$ cat config.mk
export PLATFORM = sky130hd
export DESIGN_NAME = tone_prescaler_select_with_duration_core
export DESIGN_NICKNAME = d
export VERILOG_FILES = /design/src/rtl/tpsd_pkg.sv /design/src/rtl/tpsd_ctrl.sv /design/src/rtl/tpsd_dp.sv /design/src/rtl/tone_prescaler_select_with_duration_core.sv
export SDC_FILE = /design/constraint.sdc
export NUM_CORES = 1
export LEC_CHECK = 0
export BUFFER_PORTS_ARGS = -buffer_cell sky130_fd_sc_hd__buf_4
export CORE_MARGIN = 2
export CORE_UTILIZATION = 47
export CTS_CLUSTER_DIAMETER = 80
export DETAILED_ROUTE_END_ITERATION = 8
export PLACE_DENSITY_LB_ADDON = 0.05
export SETUP_SLACK_MARGIN = 0.15
export SYNTH_ARGS = -nofsm -noshare
export SYNTH_HDL_FRONTEND = slang
export SYNTH_HIERARCHICAL = 1
export SYNTH_SLANG_ARGS = --single-unit
$ cat constraint.sdc
create_clock -name clk -period 4.8 [get_ports clk]
set_input_delay 0.96 -clock clk [delete_from_list [all_inputs] [get_ports clk]]
set_output_delay 0.96 -clock clk [all_outputs]
set_load 0.01 [all_outputs]
$ cat src/rtl/tpsd_pkg.sv
// ----------------------------------------------------------------------------
// tpsd_pkg
// shared types and constants of the tone prescaler select block
// ----------------------------------------------------------------------------
package tpsd_pkg;

	localparam int ClkWidth   = 27;
	localparam int FreqWidth  = 16;
	localparam int DurWidth   = 16;
	localparam int CmpWidth   = 16;
	localparam int SelWidth   = 3;
	localparam int DivSteps   = ClkWidth;
	localparam int CntWidth   = $clog2(DivSteps);
	localparam int NumPresc   = 5;

	localparam logic [ClkWidth-1:0] ClockReset  = ClkWidth'(16000000);
	localparam logic [SelWidth-1:0] FallbackSel = 3'd4;
	localparam logic [ClkWidth-1:0] QuotMax     = ClkWidth'(32'h0001_0000);

	// right shift that turns clock/(2*freq) into clock/(2*prescaler*freq)
	localparam logic [3:0] PrescShift [NumPresc] = '{4'd0, 4'd3, 4'd6, 4'd8, 4'd10};

	typedef enum logic [1:0] {
		OP_PLAY = 2'd0,
		OP_TICK = 2'd1,
		OP_STOP = 2'd2,
		OP_NONE = 2'd3
	} op_t;

	typedef enum logic [1:0] {
		ST_IDLE = 2'd0,
		ST_DIV  = 2'd1,
		ST_FIN  = 2'd2
	} state_t;

	typedef struct packed {
		logic load;
		logic div_step;
		logic finish;
	} ctrl_cmd_t;

	typedef struct packed {
		logic need_div;
		logic out_free;
	} dp_status_t;

endpackage

$ cat src/rtl/tpsd_ctrl.sv
// ----------------------------------------------------------------------------
// tpsd_ctrl
// sequencer: accept, divide over ClkWidth steps, finish into output register
// ----------------------------------------------------------------------------
module tpsd_ctrl (
	input  logic                    clk,
	input  logic                    arst_n,
	input  logic                    in_valid,
	output logic                    in_ready,
	input  tpsd_pkg::dp_status_t    st,
	output tpsd_pkg::ctrl_cmd_t     cmd
);

	tpsd_pkg::state_t                state_q, state_d;
	logic [tpsd_pkg::CntWidth-1:0]   cnt_q, cnt_d;

	always_ff @(posedge clk or negedge arst_n) begin
		if (!arst_n) begin
			state_q <= tpsd_pkg::ST_IDLE;
			cnt_q   <= '0;
		end else begin
			state_q <= state_d;
			cnt_q   <= cnt_d;
		end
	end

	always_comb begin
		state_d      = state_q;
		cnt_d        = cnt_q;
		cmd          = '0;
		in_ready     = 1'b0;
		case (state_q)
			tpsd_pkg::ST_IDLE: begin
				in_ready = 1'b1;
				if (in_valid) begin
					cmd.load = 1'b1;
					cnt_d    = '0;
					state_d  = st.need_div ? tpsd_pkg::ST_DIV : tpsd_pkg::ST_FIN;
				end
			end
			tpsd_pkg::ST_DIV: begin
				cmd.div_step = 1'b1;
				cnt_d        = cnt_q + 1'b1;
				if (cnt_q == tpsd_pkg::CntWidth'(tpsd_pkg::DivSteps - 1)) begin
					state_d = tpsd_pkg::ST_FIN;
				end
			end
			tpsd_pkg::ST_FIN: begin
				if (st.out_free) begin
					cmd.finish = 1'b1;
					state_d    = tpsd_pkg::ST_IDLE;
				end
			end
			default: begin
				state_d = tpsd_pkg::ST_IDLE;
			end
		endcase
	end

`ifndef SYNTH
	a_finish_free: assert property (@(posedge clk) disable iff (!arst_n)
		cmd.finish |-> st.out_free)
		else $error("finish issued while output register busy");
	a_cnt_range: assert property (@(posedge clk) disable iff (!arst_n)
		(state_q == tpsd_pkg::ST_DIV) |-> (cnt_q < tpsd_pkg::CntWidth'(tpsd_pkg::DivSteps)))
		else $error("divide step count out of range");
	a_div_end: assert property (@(posedge clk) disable iff (!arst_n)
		(state_q == tpsd_pkg::ST_DIV &&
		 cnt_q == tpsd_pkg::CntWidth'(tpsd_pkg::DivSteps - 1)) |=>
		(state_q == tpsd_pkg::ST_FIN))
		else $error("divide did not end after its last step");
`endif

endmodule

$ cat src/rtl/tpsd_dp.sv
// ----------------------------------------------------------------------------
// tpsd_dp
// datapath: item registers, bit-serial divider, prescaler pick, tone state
// ----------------------------------------------------------------------------
module tpsd_dp (
	input  logic                                clk,
	input  logic                                arst_n,
	input  logic                                cfg_wr_en,
	input  logic [tpsd_pkg::ClkWidth-1:0]       cfg_wr_data,
	input  logic [1:0]                          op,
	input  logic [tpsd_pkg::FreqWidth-1:0]      freq_hz,
	input  logic [tpsd_pkg::DurWidth-1:0]       duration_ms,
	input  tpsd_pkg::ctrl_cmd_t                 cmd,
	output tpsd_pkg::dp_status_t                st,
	output logic                                out_valid,
	input  logic                                out_stall,
	output logic                                active,
	output logic [tpsd_pkg::SelWidth-1:0]       prescale_sel,
	output logic [tpsd_pkg::CmpWidth-1:0]       compare_value,
	output logic                                just_stopped
);

	// configuration
	logic [tpsd_pkg::ClkWidth-1:0]  clock_hz_q;

	// captured item
	tpsd_pkg::op_t                  op_q;
	logic [tpsd_pkg::FreqWidth-1:0] freq_q;
	logic [tpsd_pkg::DurWidth-1:0]  dur_q;

	// divider: remainder and dividend/quotient shift register
	logic [tpsd_pkg::FreqWidth:0]   rem_q;
	logic [tpsd_pkg::ClkWidth-1:0]  quo_q;

	// tone state
	logic                           playing_q;
	logic                           timed_q;
	logic [tpsd_pkg::DurWidth-1:0]  ms_q;
	logic [tpsd_pkg::SelWidth-1:0]  held_sel_q;
	logic [tpsd_pkg::CmpWidth-1:0]  held_cmp_q;

	// output register
	logic                           out_valid_q;
	logic                           active_q;
	logic [tpsd_pkg::SelWidth-1:0]  sel_out_q;
	logic [tpsd_pkg::CmpWidth-1:0]  cmp_out_q;
	logic                           stopped_q;

	// divide step
	logic [tpsd_pkg::FreqWidth+1:0] shifted;
	logic [tpsd_pkg::FreqWidth+2:0] diff;
	logic [tpsd_pkg::FreqWidth:0]   divisor;
	logic                           ge;

	// prescaler pick
	logic                           found;
	logic [tpsd_pkg::SelWidth-1:0]  pick_sel;
	logic [tpsd_pkg::CmpWidth-1:0]  pick_cmp;
	logic [tpsd_pkg::ClkWidth-1:0]  qk;
	logic [tpsd_pkg::ClkWidth-1:0]  qk_m1;

	// next tone state
	logic                           playing_d, timed_d, ended_d;
	logic [tpsd_pkg::DurWidth-1:0]  ms_d, ms_dec;
	logic [tpsd_pkg::SelWidth-1:0]  held_sel_d;
	logic [tpsd_pkg::CmpWidth-1:0]  held_cmp_d;

	assign st.need_div = (tpsd_pkg::op_t'(op) == tpsd_pkg::OP_PLAY) && (freq_hz != '0);
	assign st.out_free = !out_valid_q || !out_stall;

	assign divisor = {freq_q, 1'b0};
	assign shifted = {rem_q, quo_q[tpsd_pkg::ClkWidth-1]};
	assign diff    = {1'b0, shifted} - {2'b00, divisor};
	assign ge      = !diff[tpsd_pkg::FreqWidth+2];

	always_comb begin
		found    = 1'b0;
		pick_sel = tpsd_pkg::FallbackSel;
		pick_cmp = '0;
		qk       = '0;
		qk_m1    = '0;
		for (int k = 0; k < tpsd_pkg::NumPresc; k++) begin
			qk    = quo_q >> tpsd_pkg::PrescShift[k];
			qk_m1 = qk - 1'b1;
			if (!found && qk != '0 && qk <= tpsd_pkg::QuotMax) begin
				found    = 1'b1;
				pick_sel = tpsd_pkg::SelWidth'(k);
				pick_cmp = qk_m1[tpsd_pkg::CmpWidth-1:0];
			end
		end
	end

	always_comb begin
		playing_d  = playing_q;
		timed_d    = timed_q;
		ms_d       = ms_q;
		held_sel_d = held_sel_q;
		held_cmp_d = held_cmp_q;
		ended_d    = 1'b0;
		ms_dec     = (ms_q != '0) ? ms_q - 1'b1 : ms_q;
		case (op_q)
			tpsd_pkg::OP_PLAY: begin
				if (freq_q == '0) begin
					ended_d    = playing_q;
					playing_d  = 1'b0;
					timed_d    = 1'b0;
					ms_d       = '0;
					held_sel_d = '0;
					held_cmp_d = '0;
				end else begin
					playing_d  = 1'b1;
					timed_d    = (dur_q != '0);
					ms_d       = dur_q;
					held_sel_d = pick_sel;
					held_cmp_d = pick_cmp;
				end
			end
			tpsd_pkg::OP_TICK: begin
				if (playing_q && timed_q) begin
					ms_d = ms_dec;
					if (ms_dec == '0) begin
						ended_d    = 1'b1;
						playing_d  = 1'b0;
						timed_d    = 1'b0;
						held_sel_d = '0;
						held_cmp_d = '0;
					end
				end
			end
			tpsd_pkg::OP_STOP: begin
				ended_d    = playing_q;
				playing_d  = 1'b0;
				timed_d    = 1'b0;
				ms_d       = '0;
				held_sel_d = '0;
				held_cmp_d = '0;
			end
			default: begin
				ended_d = 1'b0;
			end
		endcase
	end

	always_ff @(posedge clk or negedge arst_n) begin
		if (!arst_n) begin
			clock_hz_q  <= tpsd_pkg::ClockReset;
			playing_q   <= 1'b0;
			timed_q     <= 1'b0;
			ms_q        <= '0;
			held_sel_q  <= '0;
			held_cmp_q  <= '0;
			out_valid_q <= 1'b0;
		end else begin
			if (cfg_wr_en) begin
				clock_hz_q <= cfg_wr_data;
			end
			if (cmd.finish) begin
				playing_q   <= playing_d;
				timed_q     <= timed_d;
				ms_q        <= ms_d;
				held_sel_q  <= held_sel_d;
				held_cmp_q  <= held_cmp_d;
				out_valid_q <= 1'b1;
			end else if (!out_stall) begin
				out_valid_q <= 1'b0;
			end
		end
	end

	always_ff @(posedge clk) begin
		if (cmd.load) begin
			op_q   <= tpsd_pkg::op_t'(op);
			freq_q <= freq_hz;
			dur_q  <= duration_ms;
			rem_q  <= '0;
			quo_q  <= clock_hz_q;
		end else if (cmd.div_step) begin
			rem_q <= ge ? diff[tpsd_pkg::FreqWidth:0] : shifted[tpsd_pkg::FreqWidth:0];
			quo_q <= {quo_q[tpsd_pkg::ClkWidth-2:0], ge};
		end
		if (cmd.finish) begin
			active_q  <= playing_d;
			sel_out_q <= held_sel_d;
			cmp_out_q <= held_cmp_d;
			stopped_q <= ended_d;
		end
	end

	assign out_valid     = out_valid_q;
	assign active        = active_q;
	assign prescale_sel  = sel_out_q;
	assign compare_value = cmp_out_q;
	assign just_stopped  = stopped_q;

`ifndef SYNTH
	a_idle_zero: assert property (@(posedge clk) disable iff (!arst_n)
		(out_valid_q && !active_q) |-> (sel_out_q == '0 && cmp_out_q == '0))
		else $error("idle result carries prescaler or compare");
	a_stop_inactive: assert property (@(posedge clk) disable iff (!arst_n)
		(out_valid_q && stopped_q) |-> !active_q)
		else $error("stopped result still active");
	a_sel_range: assert property (@(posedge clk) disable iff (!arst_n)
		(out_valid_q && active_q) |-> (sel_out_q <= tpsd_pkg::FallbackSel))
		else $error("prescaler select out of range");
`endif

endmodule

$ cat src/rtl/tone_prescaler_select_with_duration_core.sv
// ----------------------------------------------------------------------------
// tone_prescaler_select_with_duration_core
// tone controller: picks timer prescaler and compare value, counts duration
// ----------------------------------------------------------------------------
//
//   channel   direction  handshake             payload
//   cfg       in         cfg_wr_en             cfg_wr_data (clock_hz)
//   in        in         in_valid / in_stall   op, freq_hz, duration_ms
//   out       out        out_valid / out_stall active, prescale_sel,
//                                              compare_value, just_stopped
//
// a play with nonzero frequency runs 27 one-bit divide steps of clock/(2*freq)
// after its transfer, then a finish step loads the result register; tick, stop,
// zero-frequency play and unused op go straight to the finish step
// in_stall is high from transfer until the result is loaded, so the block takes
// no new item until the previous one has loaded its result
// finish waits while the previous result sits under out_stall; reset clears
// the tone state and output valid and loads clock_hz = 16000000
// ----------------------------------------------------------------------------
module tone_prescaler_select_with_duration_core (
	input  logic                                clk,
	input  logic                                arst_n,
	// configuration
	input  logic                                cfg_wr_en,
	input  logic [tpsd_pkg::ClkWidth-1:0]       cfg_wr_data,
	// input item
	input  logic                                in_valid,
	output logic                                in_stall,
	input  logic [1:0]                          op,
	input  logic [tpsd_pkg::FreqWidth-1:0]      freq_hz,
	input  logic [tpsd_pkg::DurWidth-1:0]       duration_ms,
	// result item
	output logic                                out_valid,
	input  logic                                out_stall,
	output logic                                active,
	output logic [tpsd_pkg::SelWidth-1:0]       prescale_sel,
	output logic [tpsd_pkg::CmpWidth-1:0]       compare_value,
	output logic                                just_stopped
);

	tpsd_pkg::ctrl_cmd_t  cmd;
	tpsd_pkg::dp_status_t st;
	logic                 in_ready;

	// input stalls whenever the sequencer is busy with an item
	assign in_stall = !in_ready;

	// sequencer: load, divide steps, finish
	tpsd_ctrl u_ctrl (
		.clk      (clk),
		.arst_n   (arst_n),
		.in_valid (in_valid),
		.in_ready (in_ready),
		.st       (st),
		.cmd      (cmd)
	);

	// divider, prescaler pick, tone state and output register
	tpsd_dp u_dp (
		.clk           (clk),
		.arst_n        (arst_n),
		.cfg_wr_en     (cfg_wr_en),
		.cfg_wr_data   (cfg_wr_data),
		.op            (op),
		.freq_hz       (freq_hz),
		.duration_ms   (duration_ms),
		.cmd           (cmd),
		.st            (st),
		.out_valid     (out_valid),
		.out_stall     (out_stall),
		.active        (active),
		.prescale_sel  (prescale_sel),
		.compare_value (compare_value),
		.just_stopped  (just_stopped)
	);

endmodule

==> qor.csv <==
metric;value;unit
antenna_found_initial;0;
worst_setup_path_start_kind;flop;
finalSetupViolCount;0;
grt_pass1_vias;8260;
synthSimpleGateAreaFrac;16.6;%
port_buffers;88;
wl_per_cell;20.2;µm
htreeDepth;4;
synth_top_area_share;23.8;%
cts_resized;0;
cts_tree;done;
cts_root_buf;clkbuf_16;
core-area;0.0217;mm²
num-nets-final;1207;
synth.most_common_cell;nand2_1;
slew_headroom;20.6;%
run_status;complete, no violations;
preCtsSetupSlack;1.06;ns
timing.setup.tns;0;ns
hold_viol_final;0;
critPathCaptureType;flop;
cp_slowest_stage_delay;0.85;ns
dp_hpwl;20600;µm
grt_pass1_wl;45800;µm
drc;0;
synth_compound_area_share;17.7;%
syn-mean-instance-area;9.93;µm²
setup_ws;0.896;ns
async_reset_ff_share;42.1;%
die_area;0.0232;mm²
p_per_area;637;mW/mm²
slowest_stage;or4_1;
syn-cell-area;0.0103;mm²
netlist_instances;1040;
skew;0.0273;ns
finalMaxSlewViolations;0;
cts_hold_buf;0;
cp.depth;7;
worstSetupPathType;flop to flop;
hold_depth;1;
period_share;81.3;%
required;5.06;ns
ys_seq_area_share;44.7;%
rsz0062_at_grt;false;
critPathArrivalTime;4.16;ns
num_vias;8497;
synth_top_family_by_area;compound AO/OA/AOI/OAI gates;
fp-row-count;54;
reg2reg_depth;7;
hp-class;flop to flop;
viasPerCell;6.07;
synth_area_leaders;edfxtp_1, dfrtp_1, mux2_2;
die_w;152;µm
cts.sinks;171;
cts_buffers;17;
ios;89;
path_buf_inv;0;
worstPathMaxFanout;12;
first_pass_iters;8;
ir_drop;0.276;mV
synth_common_cells;nand2_1, edfxtp_1, dfrtp_1;
grtUsageTotal;24.6;%
yosysWarnings;6;
cap_violations;0;
synth_xor_xnor_area_share;6.10;%
max_freq;256;MHz
wirelength;28300;µm
cts_buffer_depth;2;
n_antenna_cell;0;
synthAdderAreaFrac;4.19;%
synth_cell_types;89;
tightest_slew;1.19;ns
post_cts_buffers;0;
grt_max_degree;73;
synth_edf_count;82;
final_antenna_net_count;0;
path_cells;or4_1 -> o41ai_1 -> o31ai_1 -> and2_1 -> nor3_2 -> o311ai_0 -> o221ai_1;
start_util;47.6;%
die_h;152;µm
gp_congestion;0.945;
syn-num-nets;1140;
drtIter0Drc;830;
clkSlewWorstSetupHoldPaths;0.08;ns
grt.overflow.total;0;
synth_seq_cells;171;
clk_latency;0.44;ns
cp_top_family;simple AND/OR/NAND/NOR gates;
areaGrowthSynthToFinish;14.4;%
post-route-min-period;3.90;ns
synth_area_leader_cell;edfxtp_1;
synth_ff_type;edfxtp_1;
p_leak;0.00452;µW
drive_above_1_share;18.8;%
synthMuxAreaShare;6.33;%
routing by layer:
| metal | track usage (%) | vias to the layer above | part of all wire, % | wire length, µm |
|---|---|---|---|---|
| met5 | 0 | - | 0 | 0 |
| met2 | 37.6 | 321 | 45 | 12700 |
| li1 | - | 4051 | - | - |
| met1 | 36.1 | 4086 | 46 | 13100 |
| met3 | 4.04 | 39 | 6.9 | 1960 |
| met4 | 7.17 | 0 | 1.8 | 518 |
cells in the final DEF, fill, tap and decap left out, drive strengths merged, types with 6 or more instances in the layout:
master,netlist,layout
o22ai,10,10
mux2,45,45
inv,54,60
nand2b,8,8
clkbuf,44,19
o31ai,6,6
buf,16,108
edfxtp,82,82
xor2,25,25
o311ai,15,15
o2bb2ai,22,22
a22oi,6,6
o21a,8,8
nand2,85,85
dfstp,7,7
a31oi,8,8
ha,33,33
nand4,12,12
and2,10,10
nor4,33,33
o21ai,59,59
clkinv,1,6
a21oi,36,36
a222oi,6,6
mux2i,14,14
dfrtp,65,65
dfxtp,17,17
nand3,26,26
nor3,36,36
nor3b,6,6
nor2,65,65
xnor2,47,47
a211oi,18,18
o211ai,17,17
or3,12,12
power breakdown:
group	switching [µW]	internal [µW]
clock	624	743
sequential	571	2170
combinational	2050	1370
total	3250	4290
stage by stage:
step	instances	utilization (%)	total power, µW	instance area (µm²)	hold slack (ns)
5_1_grt	1400	54.5	8030	11800	0.507
3_5_place_dp	1368	51.9	6110	11200	0.474
2_1_floorplan	1040	-	5030	10300	0.446
6_report	1400	54.5	7530	11800	0.491
4_1_cts	1400	54.5	7510	11800	0.494
3_3_place_gp	1368	51.9	6150	11200	0.458
kinds of logic (layout without fill, tap and decap cells):
family / count (synthesis) / after routing
AO/OA/AOI/OAI: 259 / 259
AND/OR/NAND/NOR: 330 / 330
adder cells (fa/ha/maj): 34 / 34
buffers and inverters: 115 / 195
multiplexers: 59 / 59
XOR/XNOR: 72 / 72
flip-flops: 171 / 171
flip-flops by register name (all words and copies together), names as in the netlist, 5 cells and up:
register,flops
u_dp/compare_value,16
u_dp/dur_q,16
u_dp/ms_q,16
u_dp/rem_q,17
u_dp/freq_q,16
u_dp/quo_q,27
u_dp/clock_hz_q,27
u_ctrl/cnt_q,5
u_dp/held_cmp_q,16
final cells by class:
cell class | instances | area [µm²]
sequential | 171 | 4610
tap | 280 | 350
timing repair buffer | 108 | 811
clock inverter | 13 | 131
clock buffer | 19 | 443
inverter | 55 | 206
multi-input combinational | 754 | 5270
fill | 1991 | 9870
worst paths after layout:
kind / start / end / slack [ns]
worst max register to register: u_dp/quo_q[13]$_DFFE_PP_ / u_dp/compare_value[13]$_DFFE_PP_ / 0.90
max in group asynchronous: arst_n / u_dp/clock_hz_q[12]$_DFFE_PN0P_ / 3.46
worst min-delay path: u_dp/held_cmp_q[11]$_DFFE_PN0P_ / u_dp/held_cmp_q[11]$_DFFE_PN0P_ / 0.49
worst min register to register: u_dp/held_cmp_q[11]$_DFFE_PN0P_ / u_dp/held_cmp_q[11]$_DFFE_PN0P_ / 0.49
worst max-delay path: u_dp/quo_q[13]$_DFFE_PP_ / u_dp/compare_value[13]$_DFFE_PP_ / 0.90
min in group asynchronous: arst_n / u_dp/ms_q[3]$_DFFE_PN0P_ / 0.67
Note: power is estimated with default switching activity, not from simulation.
